[config.mk]
export PLATFORM = sky130hd
export DESIGN_NAME = lsfs_ctrl
export DESIGN_NICKNAME = d
export VERILOG_FILES = /design/src/assert_macros.svh /design/src/lsfs_pkg.sv /design/src/lsfs_ctrl.sv
export SDC_FILE = /design/constraint.sdc
export NUM_CORES = 1
export LEC_CHECK = 0
export ABC_AREA = 1
export BUFFER_PORTS_ARGS = -buffer_cell sky130_fd_sc_hd__buf_2
export CAP_MARGIN = 20
export CORE_AREA = 5 5 42 44
export DETAILED_ROUTE_END_ITERATION = 6
export DIE_AREA = 0 0 47 49
export PLACE_DENSITY = 0.6
export SYNTH_ARGS = -nofsm -noshare
export SYNTH_HDL_FRONTEND = slang
export SYNTH_SLANG_ARGS = --single-unit
[constraint.sdc]
create_clock -name clk -period 1 [get_ports clk]
set_clock_uncertainty 0.05 [all_clocks]
set_input_delay 0.1 -clock clk [delete_from_list [all_inputs] [get_ports clk]]
set_output_delay 0.1 -clock clk [all_outputs]
set_load 0.05 [all_outputs]
[src/assert_macros.svh]
// ----------------------------------------------------------------------------
// assert_macros.svh
// Shared concurrent assertion macros for the led strip frame store.
// ----------------------------------------------------------------------------
`ifndef ASSERT_MACROS_SVH
`define ASSERT_MACROS_SVH

// condition holds at every clock edge outside reset
`define ASSERT_ALWAYS(label, clk, rst, cond) \
  label: assert property (@(posedge clk) disable iff (rst) (cond)) \
    else $error("assertion failed");

// consequent holds in the same cycle as the antecedent
`define ASSERT_IMPL(label, clk, rst, ante, cons) \
  label: assert property (@(posedge clk) disable iff (rst) (ante) |-> (cons)) \
    else $error("assertion failed");

// consequent holds in the cycle after the antecedent
`define ASSERT_NEXT(label, clk, rst, ante, cons) \
  label: assert property (@(posedge clk) disable iff (rst) (ante) |=> (cons)) \
    else $error("assertion failed");

`endif

[src/lsfs_pkg.sv]
// ----------------------------------------------------------------------------
// lsfs_pkg
// Constants, codes and controller/datapath interface types of the frame store.
// ----------------------------------------------------------------------------
package lsfs_pkg;

  // store geometry
  localparam int MAX_LEDS    = 256;
  localparam int MAX_STRIPS  = 8;
  localparam int END_WORDS   = 30;
  localparam int STORE_DEPTH = MAX_LEDS * MAX_STRIPS;
  localparam int ADDR_W      = $clog2(STORE_DEPTH);

  // effective count widths
  localparam int LCNT_W = $clog2(MAX_LEDS + 1);
  localparam int SCNT_W = $clog2(MAX_STRIPS + 1);
  localparam int TOT_W  = $clog2(STORE_DEPTH + 1);

  // divider: quotient is a strip number
  localparam int QW  = (MAX_STRIPS > 1) ? $clog2(MAX_STRIPS) : 1;
  localparam int QIW = (QW > 1) ? $clog2(QW) : 1;
  localparam int DW  = ADDR_W + 1;

  // fixed field widths
  localparam int PTR_W        = 12;
  localparam int LEDS_CFG_W   = 9;
  localparam int STRIPS_CFG_W = 4;
  localparam int WORD_W       = 32;
  localparam int COLOR_W      = 24;
  localparam int BRIGHT_W     = 5;
  localparam int CFG_IDX_W    = 2;

  localparam logic [7:0] HEADER_FLAG = 8'hE0;
  localparam logic [WORD_W-1:0] OFF_WORD_RESET = 32'hE000_0000;
  localparam logic [LEDS_CFG_W-1:0] LEDS_RESET = 9'd256;
  localparam logic [STRIPS_CFG_W-1:0] STRIPS_RESET = 4'd8;

  // item commands
  typedef enum logic [2:0] {
    CMD_SET   = 3'd0,
    CMD_BLEND = 3'd1,
    CMD_OFF   = 3'd2,
    CMD_CLEAR = 3'd3,
    CMD_NEXT  = 3'd4
  } lsfs_op_t;

  // configuration register indexes
  localparam logic [CFG_IDX_W-1:0] CFG_LEDS   = 2'd0;
  localparam logic [CFG_IDX_W-1:0] CFG_STRIPS = 2'd1;
  localparam logic [CFG_IDX_W-1:0] CFG_OFF    = 2'd2;

  // controller states
  typedef enum logic [3:0] {
    ST_CLEAR,
    ST_IDLE,
    ST_WRITE,
    ST_BLEND_RD,
    ST_BLEND_WR,
    ST_FRAME,
    ST_DIV,
    ST_READ,
    ST_PUT
  } lsfs_state_t;

  // controller to datapath commands
  typedef struct packed {
    logic cap;
    logic item_wr;
    logic blend_rd;
    logic blend_wr;
    logic clr_wr;
    logic div_start;
    logic div_step;
    logic frame_rd;
    logic put;
  } lsfs_cmd_t;

  // datapath to controller status
  typedef struct packed {
    logic ptr_led;
    logic div_done;
    logic clr_done;
    logic out_free;
  } lsfs_stat_t;

endpackage

[src/lsfs_ctrl.sv]
// ----------------------------------------------------------------------------
// lsfs_ctrl
// Sequencer for the frame store: clearing sweep, item writes, read-modify-write
// blends and frame word read-out.
// ----------------------------------------------------------------------------
module lsfs_ctrl (
  input  logic                  clk,
  input  logic                  rst,
  input  logic                  in_valid,
  input  logic [2:0]            command,
  input  lsfs_pkg::lsfs_stat_t  stat,
  output logic                  in_stall,
  output lsfs_pkg::lsfs_cmd_t   cmd
);

  lsfs_pkg::lsfs_state_t state;
  lsfs_pkg::lsfs_state_t state_next;

  // state register, reset starts the clearing sweep
  always_ff @(posedge clk) begin
    if (rst) begin
      state <= lsfs_pkg::ST_CLEAR;
    end else begin
      state <= state_next;
    end
  end

  // next state
  always_comb begin
    state_next = state;
    unique case (state)
      lsfs_pkg::ST_CLEAR: begin
        if (stat.clr_done) begin
          state_next = lsfs_pkg::ST_IDLE;
        end
      end
      lsfs_pkg::ST_IDLE: begin
        if (in_valid) begin
          unique case (command) inside
            lsfs_pkg::CMD_SET, lsfs_pkg::CMD_OFF: state_next = lsfs_pkg::ST_WRITE;
            lsfs_pkg::CMD_BLEND: state_next = lsfs_pkg::ST_BLEND_RD;
            lsfs_pkg::CMD_CLEAR: state_next = lsfs_pkg::ST_CLEAR;
            lsfs_pkg::CMD_NEXT:  state_next = lsfs_pkg::ST_FRAME;
            default:             state_next = lsfs_pkg::ST_IDLE;
          endcase
        end
      end
      lsfs_pkg::ST_WRITE:    state_next = lsfs_pkg::ST_IDLE;
      lsfs_pkg::ST_BLEND_RD: state_next = lsfs_pkg::ST_BLEND_WR;
      lsfs_pkg::ST_BLEND_WR: state_next = lsfs_pkg::ST_IDLE;
      lsfs_pkg::ST_FRAME: begin
        state_next = stat.ptr_led ? lsfs_pkg::ST_DIV : lsfs_pkg::ST_PUT;
      end
      lsfs_pkg::ST_DIV: begin
        if (stat.div_done) begin
          state_next = lsfs_pkg::ST_READ;
        end
      end
      lsfs_pkg::ST_READ: state_next = lsfs_pkg::ST_PUT;
      lsfs_pkg::ST_PUT: begin
        if (stat.out_free) begin
          state_next = lsfs_pkg::ST_IDLE;
        end
      end
      default: state_next = lsfs_pkg::ST_IDLE;
    endcase
  end

  // datapath commands and input stall
  always_comb begin
    cmd      = '0;
    in_stall = 1'b1;
    unique case (state)
      lsfs_pkg::ST_CLEAR:    cmd.clr_wr = 1'b1;
      lsfs_pkg::ST_IDLE: begin
        in_stall = 1'b0;
        cmd.cap  = in_valid;
      end
      lsfs_pkg::ST_WRITE:    cmd.item_wr = 1'b1;
      lsfs_pkg::ST_BLEND_RD: cmd.blend_rd = 1'b1;
      lsfs_pkg::ST_BLEND_WR: cmd.blend_wr = 1'b1;
      lsfs_pkg::ST_FRAME:    cmd.div_start = stat.ptr_led;
      lsfs_pkg::ST_DIV:      cmd.div_step = 1'b1;
      lsfs_pkg::ST_READ:     cmd.frame_rd = 1'b1;
      lsfs_pkg::ST_PUT:      cmd.put = stat.out_free;
      default: begin
        cmd      = '0;
        in_stall = 1'b1;
      end
    endcase
  end

endmodule

==> impl_results.html, run 1 <==
<table>
<tr><th>Metric</th><th>Value</th></tr>
<tr><th colspan="2">Placement</th></tr>
<tr><td>Placed wire-length estimate after detailed placement</td><td>986 um</td></tr>
<tr><td>Area after detailed placement</td><td>about 620 sq um</td></tr>
<tr><td>RePlAce Congestion</td><td>0.784</td></tr>
<tr><td>Port Buffer Count</td><td>19</td></tr>
<tr><th colspan="2">CTS</th></tr>
<tr><td>Clock net sink count</td><td>4</td></tr>
<tr><td>Clock tree from TritonCTS</td><td>built</td></tr>
<tr><td>Clock edge transition at the registers on the reported setup and hold paths</td><td>0.04 ns</td></tr>
<tr><td>Maximum buffer depth of the clock tree</td><td>2</td></tr>
<tr><td>Number of clock buffers inserted by TritonCTS</td><td>3</td></tr>
<tr><td>Insertion delay to the later sink of the worst-skew pair</td><td>0.24 ns</td></tr>
<tr><td>CTS HTree Levels</td><td>1</td></tr>
<tr><td>CTS Root Buffer Type</td><td>sky130_fd_sc_hd__clkbuf_4</td></tr>
<tr><th colspan="2">Hold path</th></tr>
<tr><td>Hold-critical path depth</td><td>2</td></tr>
<tr><td>Endpoint with the worst hold slack</td><td>state[3]</td></tr>
<tr><td>Beginning of the worst hold path</td><td>rst</td></tr>
<tr><td>Type of the worst min-delay path</td><td>primary input to register</td></tr>
<tr><th colspan="2">Worst setup path</th></tr>
<tr><td>Worst reg2reg setup slack</td><td>-0.29 ns</td></tr>
<tr><td>Worst EP required</td><td>about 0.85 ns</td></tr>
<tr><td>Setup Crit Path Kind</td><td>register to primary output</td></tr>
<tr><td>Type of element launching the critical path</td><td>register</td></tr>
<tr><td>R2R Path End</td><td>state[1]</td></tr>
<tr><td>Kind of capture point of the worst setup path</td><td>primary output</td></tr>
<tr><td>Worst R2R Path Depth</td><td>6</td></tr>
<tr><td>Worst path arrival time</td><td>1.19 ns</td></tr>
<tr><td>Source of the worst register-to-register timing path</td><td>state[2]</td></tr>
<tr><td>Top fanout value on the critical path</td><td>4</td></tr>
<tr><th colspan="2">STA</th></tr>
<tr><td>Final cycle utilization of the critical path</td><td>1.34</td></tr>
<tr><td>Hold WS</td><td>0.0443 ns</td></tr>
<tr><td>Max transition margin</td><td>0.840</td></tr>
<tr><td>Final worst setup slack</td><td>-0.345 ns</td></tr>
<tr><td>Unrepaired setup endpoints after global routing</td><td>true</td></tr>
<tr><td>Transition at the pin with the smallest max-transition slack</td><td>between 0.2 and 0.25 ns</td></tr>
<tr><td>Final-report setup violation count</td><td>14</td></tr>
<tr><td>Achievable Freq</td><td>744 MHz</td></tr>
<tr><td>Final Hold Viols</td><td>0</td></tr>
<tr><td>Max-slew violations</td><td>0</td></tr>
<tr><td>Clock period minus worst slack</td><td>1.34 ns</td></tr>
<tr><th colspan="2">Synth</th></tr>
<tr><td>Combinational family with the most area after synthesis</td><td>simple AND/OR/NAND/NOR gates</td></tr>
<tr><td>Cell count after synthesis</td><td>60</td></tr>
<tr><td>Sequential element share of the synthesized area</td><td>0.225</td></tr>
<tr><td>Post-synthesis cell area</td><td>roughly 360 sq um</td></tr>
<tr><td>Multiplexer fraction of the synthesized cell area</td><td>0</td></tr>
<tr><td>Number of warnings issued by yosys</td><td>0</td></tr>
<tr><td>Flip-flop and latch count after synthesis</td><td>4</td></tr>
<tr><td>Mean instance size in the synthesized netlist</td><td>5.92 sq um</td></tr>
<tr><td>Post-Synthesis Net Count</td><td>70</td></tr>
<tr><td>Share of the synthesized area in compound gates (AO/OA/AOI/OAI)</td><td>0.0704</td></tr>
<tr><td>Simple-gate area share of the yosys netlist</td><td>0.567</td></tr>
<tr><td>Unique cell type count in the Yosys netlist</td><td>17</td></tr>
<tr><td>Adder and majority gate portion of the synthesized area</td><td>0</td></tr>
<tr><td>XOR/XNOR Fraction of Synth Area</td><td>0</td></tr>
<tr><th colspan="2">Floorplanning</th></tr>
<tr><td>Die height</td><td>49 um</td></tr>
<tr><td>Effective utilization at floorplan</td><td>0.254</td></tr>
<tr><td>Io pins</td><td>20</td></tr>
<tr><td>Die Footprint</td><td>0.00230 sq mm</td></tr>
<tr><td>Row Count</td><td>14</td></tr>
<tr><td>Std-Cell Core Area</td><td>around 0.0014 sq mm</td></tr>
<tr><td>Die Width</td><td>47 um</td></tr>
<tr><th colspan="2">GRT</th></tr>
<tr><td>Gr ovfl total</td><td>0</td></tr>
<tr><td>Global-route met1 utilization</td><td>0.141</td></tr>
<tr><td>Maximum number of pins on one net before global-route repair</td><td>6</td></tr>
<tr><td>Via count of the first global-routing pass</td><td>580</td></tr>
<tr><td>Wire length of the first global-routing pass</td><td>2300 um</td></tr>
<tr><td>Antenna violations before repair</td><td>0</td></tr>
<tr><td>Met3 GRT Util</td><td>0.0185</td></tr>
<tr><td>Global-route usage over all layers</td><td>0.137</td></tr>
<tr><td>Most Crowded Layer GR</td><td>met2</td></tr>
<tr><td>GR met2 Demand/Resource</td><td>0.247</td></tr>
<tr><th colspan="2">Finish</th></tr>
<tr><td>Net count reported at finish</td><td>110</td></tr>
<tr><td>Max FFs per register</td><td>4</td></tr>
<tr><td>Top register by number of flip-flops</td><td>state</td></tr>
<tr><td>Share of layout cells above drive strength 1</td><td>0.838</td></tr>
<tr><td>Antenna Cells</td><td>0</td></tr>
<tr><td>Finished Cell Area</td><td>just over 900 sq um</td></tr>
<tr><td>Layout-stage area growth over the synthesis result</td><td>157%</td></tr>
<tr><td>Largest regs</td><td>state: 4 flops</td></tr>
<tr><th colspan="2">Power</th></tr>
<tr><td>Max IR drop VDD</td><td>0.671 mV</td></tr>
<tr><td>Leakage dissipation</td><td>~0.40 nW</td></tr>
<tr><td>Power per standard cell area</td><td>between 900 and 1000 mW/mm^2</td></tr>
<tr><th colspan="2">Job</th></tr>
<tr><td>Reported max-cap violation count</td><td>0</td></tr>
<tr><th colspan="2">Routing</th></tr>
<tr><td>Mean number of vias per cell</td><td>4.79</td></tr>
<tr><td>Vias</td><td>roughly 550</td></tr>
<tr><td>Detailed-route DRC error count</td><td>0</td></tr>
<tr><td>DRC violation total after the first TritonRoute iteration</td><td>1</td></tr>
<tr><td>Count of antenna-violating nets left after detailed routing</td><td>0</td></tr>
<tr><td>Total wire length after detailed routing</td><td>1450 um</td></tr>
<tr><td>Number of optimization iterations in the first detailed-route pass</td><td>2</td></tr>
<tr><td>WL per Instance</td><td>12.6 um</td></tr>
<tr><th colspan="2">Run status</th></tr>
<tr><td>Status</td><td>complete, but fails checks</td></tr>
<tr><td>Failing checks</td><td>negative setup slack</td></tr>
</table>
## kinds of logic after synthesis
kind of cell           after synthesis
AO/OA/AOI/OAI                        5
flip-flops                           4
buffers and inverters               13
AND/OR/NAND/NOR                     38
## worst max-delay path, stage by stage (launching register included)
cell	delay (ns)
sky130_fd_sc_hd__dfxtp_4	0.36
sky130_fd_sc_hd__inv_4	0.05
sky130_fd_sc_hd__nor2_4	0.15
sky130_fd_sc_hd__inv_4	0.07
sky130_fd_sc_hd__nor3_4	0.14
sky130_fd_sc_hd__buf_6	0.18
## synthesized netlist by cell type, drive strengths merged
cell / number / area share
nor3: 3 / 0.056
nand3b: 2 / 0.042
dfxtp: 4 / 0.23
nand2: 12 / 0.16
nor2: 12 / 0.16
nor3b: 1 / 0.021
nand4: 2 / 0.035
nor4: 1 / 0.018
a21oi: 5 / 0.070
inv: 13 / 0.14
nand3: 5 / 0.070
## worst max-delay path by stage
stage,startpoint,endpoint,cells past startpoint
floorplan,state[2],state[3],6
global placement,state[0],cmd[3],5
detailed placement,state[0],cmd[3],5
CTS,state[2],cmd[1],5
global route,state[2],cmd[1],5
finish,state[2],cmd[1],5
## metal layers
layer | share of wire | wire, um
met5 | 0 | 0
met4 | 0.038 | 55
met3 | 0.033 | 48
met2 | 0.57 | 828
met1 | 0.36 | 519
## final cells by class
type | instances | area [sq um]
tap | 16 | 20.0
multi-input combinational | 43 | 389
fill | 115 | 487
inverter | 13 | 72.6
clock buffer | 4 | 26.3
sequential | 4 | 95.1
timing repair buffer | 35 | 312
## repair_timing
action                                 CTS  global route
setup endpoints to repair               14            14
gates resized for setup                 46            13
pin swaps                               13            11
setup buffers                            5             4
endpoints found under the hold margin    0             0
hold buffers                             0             0
cloned                                   0             0
## stage by stage
stage          total power, W  setup TNS (ns)  instances  worst slack [ns]   util
2_1_floorplan        0.000384           -2.13         60            -0.394      -
3_3_place_gp         0.000474           -2.31        103            -0.248  0.443
3_5_place_dp         0.000477           -2.45        103            -0.245  0.443
4_1_cts              0.000809           -4.07        111            -0.349  0.596
5_1_grt              0.000902           -4.90        115            -0.406  0.653
6_report             0.000844           -4.06        115            -0.345  0.653
## cell usage in the layout (no fill, tap or decap)
cell type,Yosys,final
sky130_fd_sc_hd__nor3_4,0,3
sky130_fd_sc_hd__inv_2,2,2
sky130_fd_sc_hd__nor3b_1,1,1
sky130_fd_sc_hd__dfxtp_4,0,4
sky130_fd_sc_hd__nand4_1,2,2
sky130_fd_sc_hd__buf_6,0,11
sky130_fd_sc_hd__clkinvlp_4,0,3
sky130_fd_sc_hd__clkbuf_1,0,1
sky130_fd_sc_hd__nor4_4,0,1
sky130_fd_sc_hd__inv_1,11,3
sky130_fd_sc_hd__nand2_1,9,3
sky130_fd_sc_hd__buf_2,0,9
sky130_fd_sc_hd__nand2_4,1,4
sky130_fd_sc_hd__buf_4,0,11
sky130_fd_sc_hd__clkbuf_4,0,3
sky130_fd_sc_hd__a21oi_1,5,2
sky130_fd_sc_hd__nor2_4,1,8
sky130_fd_sc_hd__inv_4,0,5
sky130_fd_sc_hd__nand3_2,0,5
sky130_fd_sc_hd__nand2_2,2,5
sky130_fd_sc_hd__nand3b_1,2,2
sky130_fd_sc_hd__a21oi_2,0,3
sky130_fd_sc_hd__buf_8,0,4
sky130_fd_sc_hd__nor2_1,9,2
sky130_fd_sc_hd__nor2_2,2,2
## report_power, final
group / internal [W] / switching, W
sequential: 0.000164 / 0.0000175
clock: 0.000150 / 0.0000676
combinational: 0.000188 / 0.000257
total: 0.000502 / 0.000342
Note: power is estimated with default switching activity, not from simulation.
==> run 2: changes to the inputs <==
ABC_AREA = 0   (was 1)
PLACE_DENSITY = 0.66   (was 0.6)
==> run 2 against run 1 <==
  * Synthesized cell count shrank 8.3%
  * Register-to-register slack got worse by 0.05 ns
  * Global-route usage up 0.47 points
  * Routed wire length increased by 12%
  * Sequential power decreased by 7%
  * Fmax fell by 4.6%
  * Clock power is 3% higher
  * Highest routed layer is now met3
  * Critical path type unchanged
  * Power shrank 24%
  * The run still ends with negative setup slack left
==> impl_results.html, run 2 <==
<table>
<tr><th>Metric</th><th>Value</th></tr>
<tr><th colspan="2">Run status</th></tr>
<tr><td>Status</td><td>complete, but fails checks</td></tr>
<tr><td>Failing checks</td><td>negative setup slack</td></tr>
<tr><th colspan="2">Synth</th></tr>
<tr><td>Async set or reset register ratio after synthesis</td><td>0 (unchanged)</td></tr>
<tr><td>Largest area contributor in the netlist</td><td>sky130_fd_sc_hd__dfxtp_1</td></tr>
<tr><td>Most numerous cell in the Yosys netlist</td><td>sky130_fd_sc_hd__nor2_1</td></tr>
<tr><td>Cell count after synthesis</td><td>55 (-8.3%)</td></tr>
<tr><td>Synth top cells by count</td><td>7 x sky130_fd_sc_hd__nor2_1, 5 x sky130_fd_sc_hd__nand2_1, 4 x sky130_fd_sc_hd__a21oi_1, 4 x sky130_fd_sc_hd__dfxtp_1</td></tr>
<tr><td>Post-synthesis cell area</td><td>427 sq um (+20%)</td></tr>
<tr><td>Count of flip-flops with a built-in enable after synthesis</td><td>0 (unchanged)</td></tr>
<tr><td>Fraction of post-synthesis cell area in the top cell type by area</td><td>0.188 (-0.0377)</td></tr>
<tr><td>Post-Synthesis Net Count</td><td>65 (-7.1%)</td></tr>
<tr><td>Mean instance size in the synthesized netlist</td><td>7.76 sq um (+31%)</td></tr>
<tr><td>Flip-flop and latch count after synthesis</td><td>4 (unchanged)</td></tr>
<tr><td>Most used flip-flop cell after synthesis</td><td>sky130_fd_sc_hd__dfxtp_1</td></tr>
<tr><td>Number of warnings issued by yosys</td><td>0 (unchanged)</td></tr>
<tr><td>Sequential element share of the synthesized area</td><td>0.188 (-0.0377)</td></tr>
<tr><td>Leading post-synthesis cells by cell area</td><td>sky130_fd_sc_hd__dfxtp_1 19%, sky130_fd_sc_hd__buf_6 7.9%, sky130_fd_sc_hd__a2111oi_4 6.5%</td></tr>
<tr><td>Unique cell type count in the Yosys netlist</td><td>27 (+10)</td></tr>
<tr><th colspan="2">GRT</th></tr>
<tr><td>Gr ovfl total</td><td>0 (unchanged)</td></tr>
<tr><td>Wire length of the first global-routing pass</td><td>2430 um (+5.4%)</td></tr>
<tr><td>Maximum number of pins on one net before global-route repair</td><td>9 (+3)</td></tr>
<tr><td>Antenna violations before repair</td><td>0 (unchanged)</td></tr>
<tr><td>Via count of the first global-routing pass</td><td>541 (-6.7%)</td></tr>
<tr><td>Global-route usage over all layers</td><td>0.142 (+0.00473)</td></tr>
<tr><th colspan="2">Placement</th></tr>
<tr><td>Pre-CTS setup slack</td><td>-0.386 ns (-0.142 ns)</td></tr>
<tr><td>Port Buffer Count</td><td>19 (unchanged)</td></tr>
<tr><td>Placed wire-length estimate after detailed placement</td><td>957 um (-2.9%)</td></tr>
<tr><td>RePlAce Congestion</td><td>0.845 (+7.7%)</td></tr>
<tr><th colspan="2">STA</th></tr>
<tr><td>Final Hold Viols</td><td>0 (unchanged)</td></tr>
<tr><td>Max-slew violations</td><td>0 (unchanged)</td></tr>
<tr><td>Achievable Freq</td><td>709 MHz (-4.6%)</td></tr>
<tr><td>Hold WS</td><td>0.0583 ns (+0.0140 ns)</td></tr>
<tr><td>Final worst setup slack</td><td>-0.410 ns (-0.0648 ns)</td></tr>
<tr><td>Final cycle utilization of the critical path</td><td>1.41 (+0.0648)</td></tr>
<tr><td>Clock period minus worst slack</td><td>1.41 ns (+0.0648 ns)</td></tr>
<tr><td>Setup total negative slack</td><td>-4.88 ns (-0.822 ns)</td></tr>
<tr><td>Final-report setup violation count</td><td>14 (unchanged)</td></tr>
<tr><td>Unrepaired setup endpoints after global routing</td><td>true</td></tr>
<tr><td>Transition at the pin with the smallest max-transition slack</td><td>0.291 ns (+0.0532 ns)</td></tr>
<tr><td>Max transition margin</td><td>0.806 (-0.0343)</td></tr>
<tr><th colspan="2">Routing</th></tr>
<tr><td>Total wire length after detailed routing</td><td>1620 um (+12%)</td></tr>
<tr><td>Number of optimization iterations in the first detailed-route pass</td><td>4 (+2)</td></tr>
<tr><td>Detailed-route DRC error count</td><td>0 (unchanged)</td></tr>
<tr><td>Count of antenna-violating nets left after detailed routing</td><td>0 (unchanged)</td></tr>
<tr><td>DRC violation total after the first TritonRoute iteration</td><td>10 (+9)</td></tr>
<tr><td>Vias</td><td>568 (+3.1%)</td></tr>
<tr><td>WL per Instance</td><td>14.7 um (+17%)</td></tr>
<tr><td>Mean number of vias per cell</td><td>5.16 (+7.8%)</td></tr>
<tr><th colspan="2">Finish</th></tr>
<tr><td>Share of layout cells above drive strength 1</td><td>0.766 (-0.0724)</td></tr>
<tr><td>Top register by number of flip-flops</td><td>state</td></tr>
<tr><td>Leading cell type in the layout, fill and taps excluded</td><td>sky130_fd_sc_hd__buf_6</td></tr>
<tr><td>Most used cells in the layout excluding fill and tap cells</td><td>19 x sky130_fd_sc_hd__buf_6, 9 x sky130_fd_sc_hd__buf_2, 9 x sky130_fd_sc_hd__buf_4</td></tr>
<tr><td>Largest regs</td><td>state: 4 flops</td></tr>
<tr><td>Layout-stage area growth over the synthesis result</td><td>128%</td></tr>
<tr><td>Antenna Cells</td><td>0 (unchanged)</td></tr>
<tr><td>Max FFs per register</td><td>4 (unchanged)</td></tr>
<tr><td>Number of inserted filler cells in the final layout</td><td>109 (-5.2%)</td></tr>
<tr><td>Net count reported at finish</td><td>105 (-4.5%)</td></tr>
<tr><th colspan="2">Worst setup path</th></tr>
<tr><td>Type of element launching the critical path</td><td>register</td></tr>
<tr><td>Worst EP required</td><td>0.85 ns (about the same)</td></tr>
<tr><td>Kind of capture point of the worst setup path</td><td>primary output</td></tr>
<tr><td>Setup Crit Path Kind</td><td>register to primary output</td></tr>
<tr><td>Worst path arrival time</td><td>1.26 ns (+0.07 ns)</td></tr>
<tr><td>Top fanout value on the critical path</td><td>7 (+3)</td></tr>
<tr><th colspan="2">CTS</th></tr>
<tr><td>Maximum buffer depth of the clock tree</td><td>2 (unchanged)</td></tr>
<tr><td>Hold buffers post-CTS</td><td>0 (unchanged)</td></tr>
<tr><td>Clock tree from TritonCTS</td><td>built</td></tr>
<tr><td>CTS HTree Levels</td><td>1 (unchanged)</td></tr>
<tr><td>Clock net sink count</td><td>4 (unchanged)</td></tr>
<tr><td>Number of clock buffers inserted by TritonCTS</td><td>3 (unchanged)</td></tr>
<tr><td>Insertion delay to the later sink of the worst-skew pair</td><td>0.24 ns (about the same)</td></tr>
<tr><td>Clock edge transition at the registers on the reported setup and hold paths</td><td>0.04 ns (about the same)</td></tr>
<tr><td>CTS Root Buffer Type</td><td>sky130_fd_sc_hd__clkbuf_4</td></tr>
<tr><th colspan="2">Floorplanning</th></tr>
<tr><td>Die Footprint</td><td>0.00230 sq mm (unchanged)</td></tr>
<tr><td>Die Width</td><td>47 um (unchanged)</td></tr>
<tr><td>Row Count</td><td>14 (unchanged)</td></tr>
<tr><td>Io pins</td><td>20 (unchanged)</td></tr>
<tr><td>Std-Cell Core Area</td><td>0.00140 sq mm (unchanged)</td></tr>
<tr><td>Die height</td><td>49 um (unchanged)</td></tr>
<tr><td>Effective utilization at floorplan</td><td>0.304 (+0.0509)</td></tr>
<tr><th colspan="2">Power</th></tr>
<tr><td>Leakage dissipation</td><td>0.399 nW (-1.6%)</td></tr>
<tr><td>Power per standard cell area</td><td>660 mW/mm^2 (-28%)</td></tr>
<tr><td>Max IR drop VDD</td><td>0.669 mV (-0.31%)</td></tr>
<tr><th colspan="2">Hold path</th></tr>
<tr><td>Type of the worst min-delay path</td><td>primary input to register</td></tr>
<tr><th colspan="2">Job</th></tr>
<tr><td>Reported max-cap violation count</td><td>0 (unchanged)</td></tr>
</table>
==> run 2: cell count changes after synthesis, moves of 3 or more <==
cell and change:
sky130_fd_sc_hd__nand2_1 -4, sky130_fd_sc_hd__inv_1 -8, sky130_fd_sc_hd__nand3_1 -5, sky130_fd_sc_hd__buf_6 +3
sky130_fd_sc_hd__nand2b_1 +3
==> run 2: cell type report <==
cell class	instances	area [sq um]	share of cell area
Multi-Input combinational cell	44	459	0.472
Timing Repair Buffer	39	362	0.371
Sequential cell	4	95.1	0.0977
Clock buffer	4	26.3	0.0270
Tap cell	16	20.0	0.0206
Inverter	3	11.3	0.0116
==> run 2: metrics by stage <==
step	util	cells	power, W	instance area [sq um]
floorplan	-	55	0.000312	559
finish	0.695	110	0.000642	973
detailed placement	0.503	97	0.000363	704
global placement	0.503	97	0.000359	704
global route	0.695	110	0.000690	973
CTS	0.637	107	0.000631	892
==> run 2: path summary, 6_finish.rpt <==
| path | start | end | slack [ns] | cells after the start |
|---|---|---|---|---|
| min | rst | state[3] | 0.06 | 2 |
| max reg2reg | state[1] | state[2] | -0.34 | 5 |
| max | state[1] | cmd[8] | -0.41 | 3 |
| min reg2reg | state[1] | state[3] | 0.56 | 2 |
==> run 2: kinds of logic (layout without fill, tap and decap cells) <==
kind of cell / after synthesis / after routing / synth area share
compound gates: 13 / 13 / 0.279
buf+inv: 7 / 46 / 0.123
flops: 4 / 4 / 0.188
simple gates: 31 / 31 / 0.411
==> run 2: power by group <==
part,internal (W),total (W),leakage [nW],switching [W]
clock,0.000150,0.000223,0.0150,0.0000726
combinational,0.000121,0.000251,0.348,0.000130
sequential,0.000158,0.000169,0.0355,0.0000112
==> run 2: worst max-delay path, stage by stage, from the launching register on <==
cell and delay [ns]:
sky130_fd_sc_hd__dfxtp_4 0.37, sky130_fd_sc_hd__nor4b_4 0.33, sky130_fd_sc_hd__and2_4 0.20, sky130_fd_sc_hd__buf_8 0.13
==> run 2: repair_timing <==
action                                  in CTS  in global routing
buffers inserted                             6                  4
endpoints found under the setup margin      14                 14
resized for setup                           35                 11
hold endpoints to repair                     0                  0
pin swaps                                    8                  7
==> run 2: metal layers <==
metal | global-route usage | vias up | wire (um)
met2 | 0.201 | 18 | 878
li1 | - | 274 | -
met1 | 0.199 | 276 | 666
met3 | 0.0406 | 0 | 77
met4 | 0.0507 | 0 | 0
met5 | 0 | - | 0
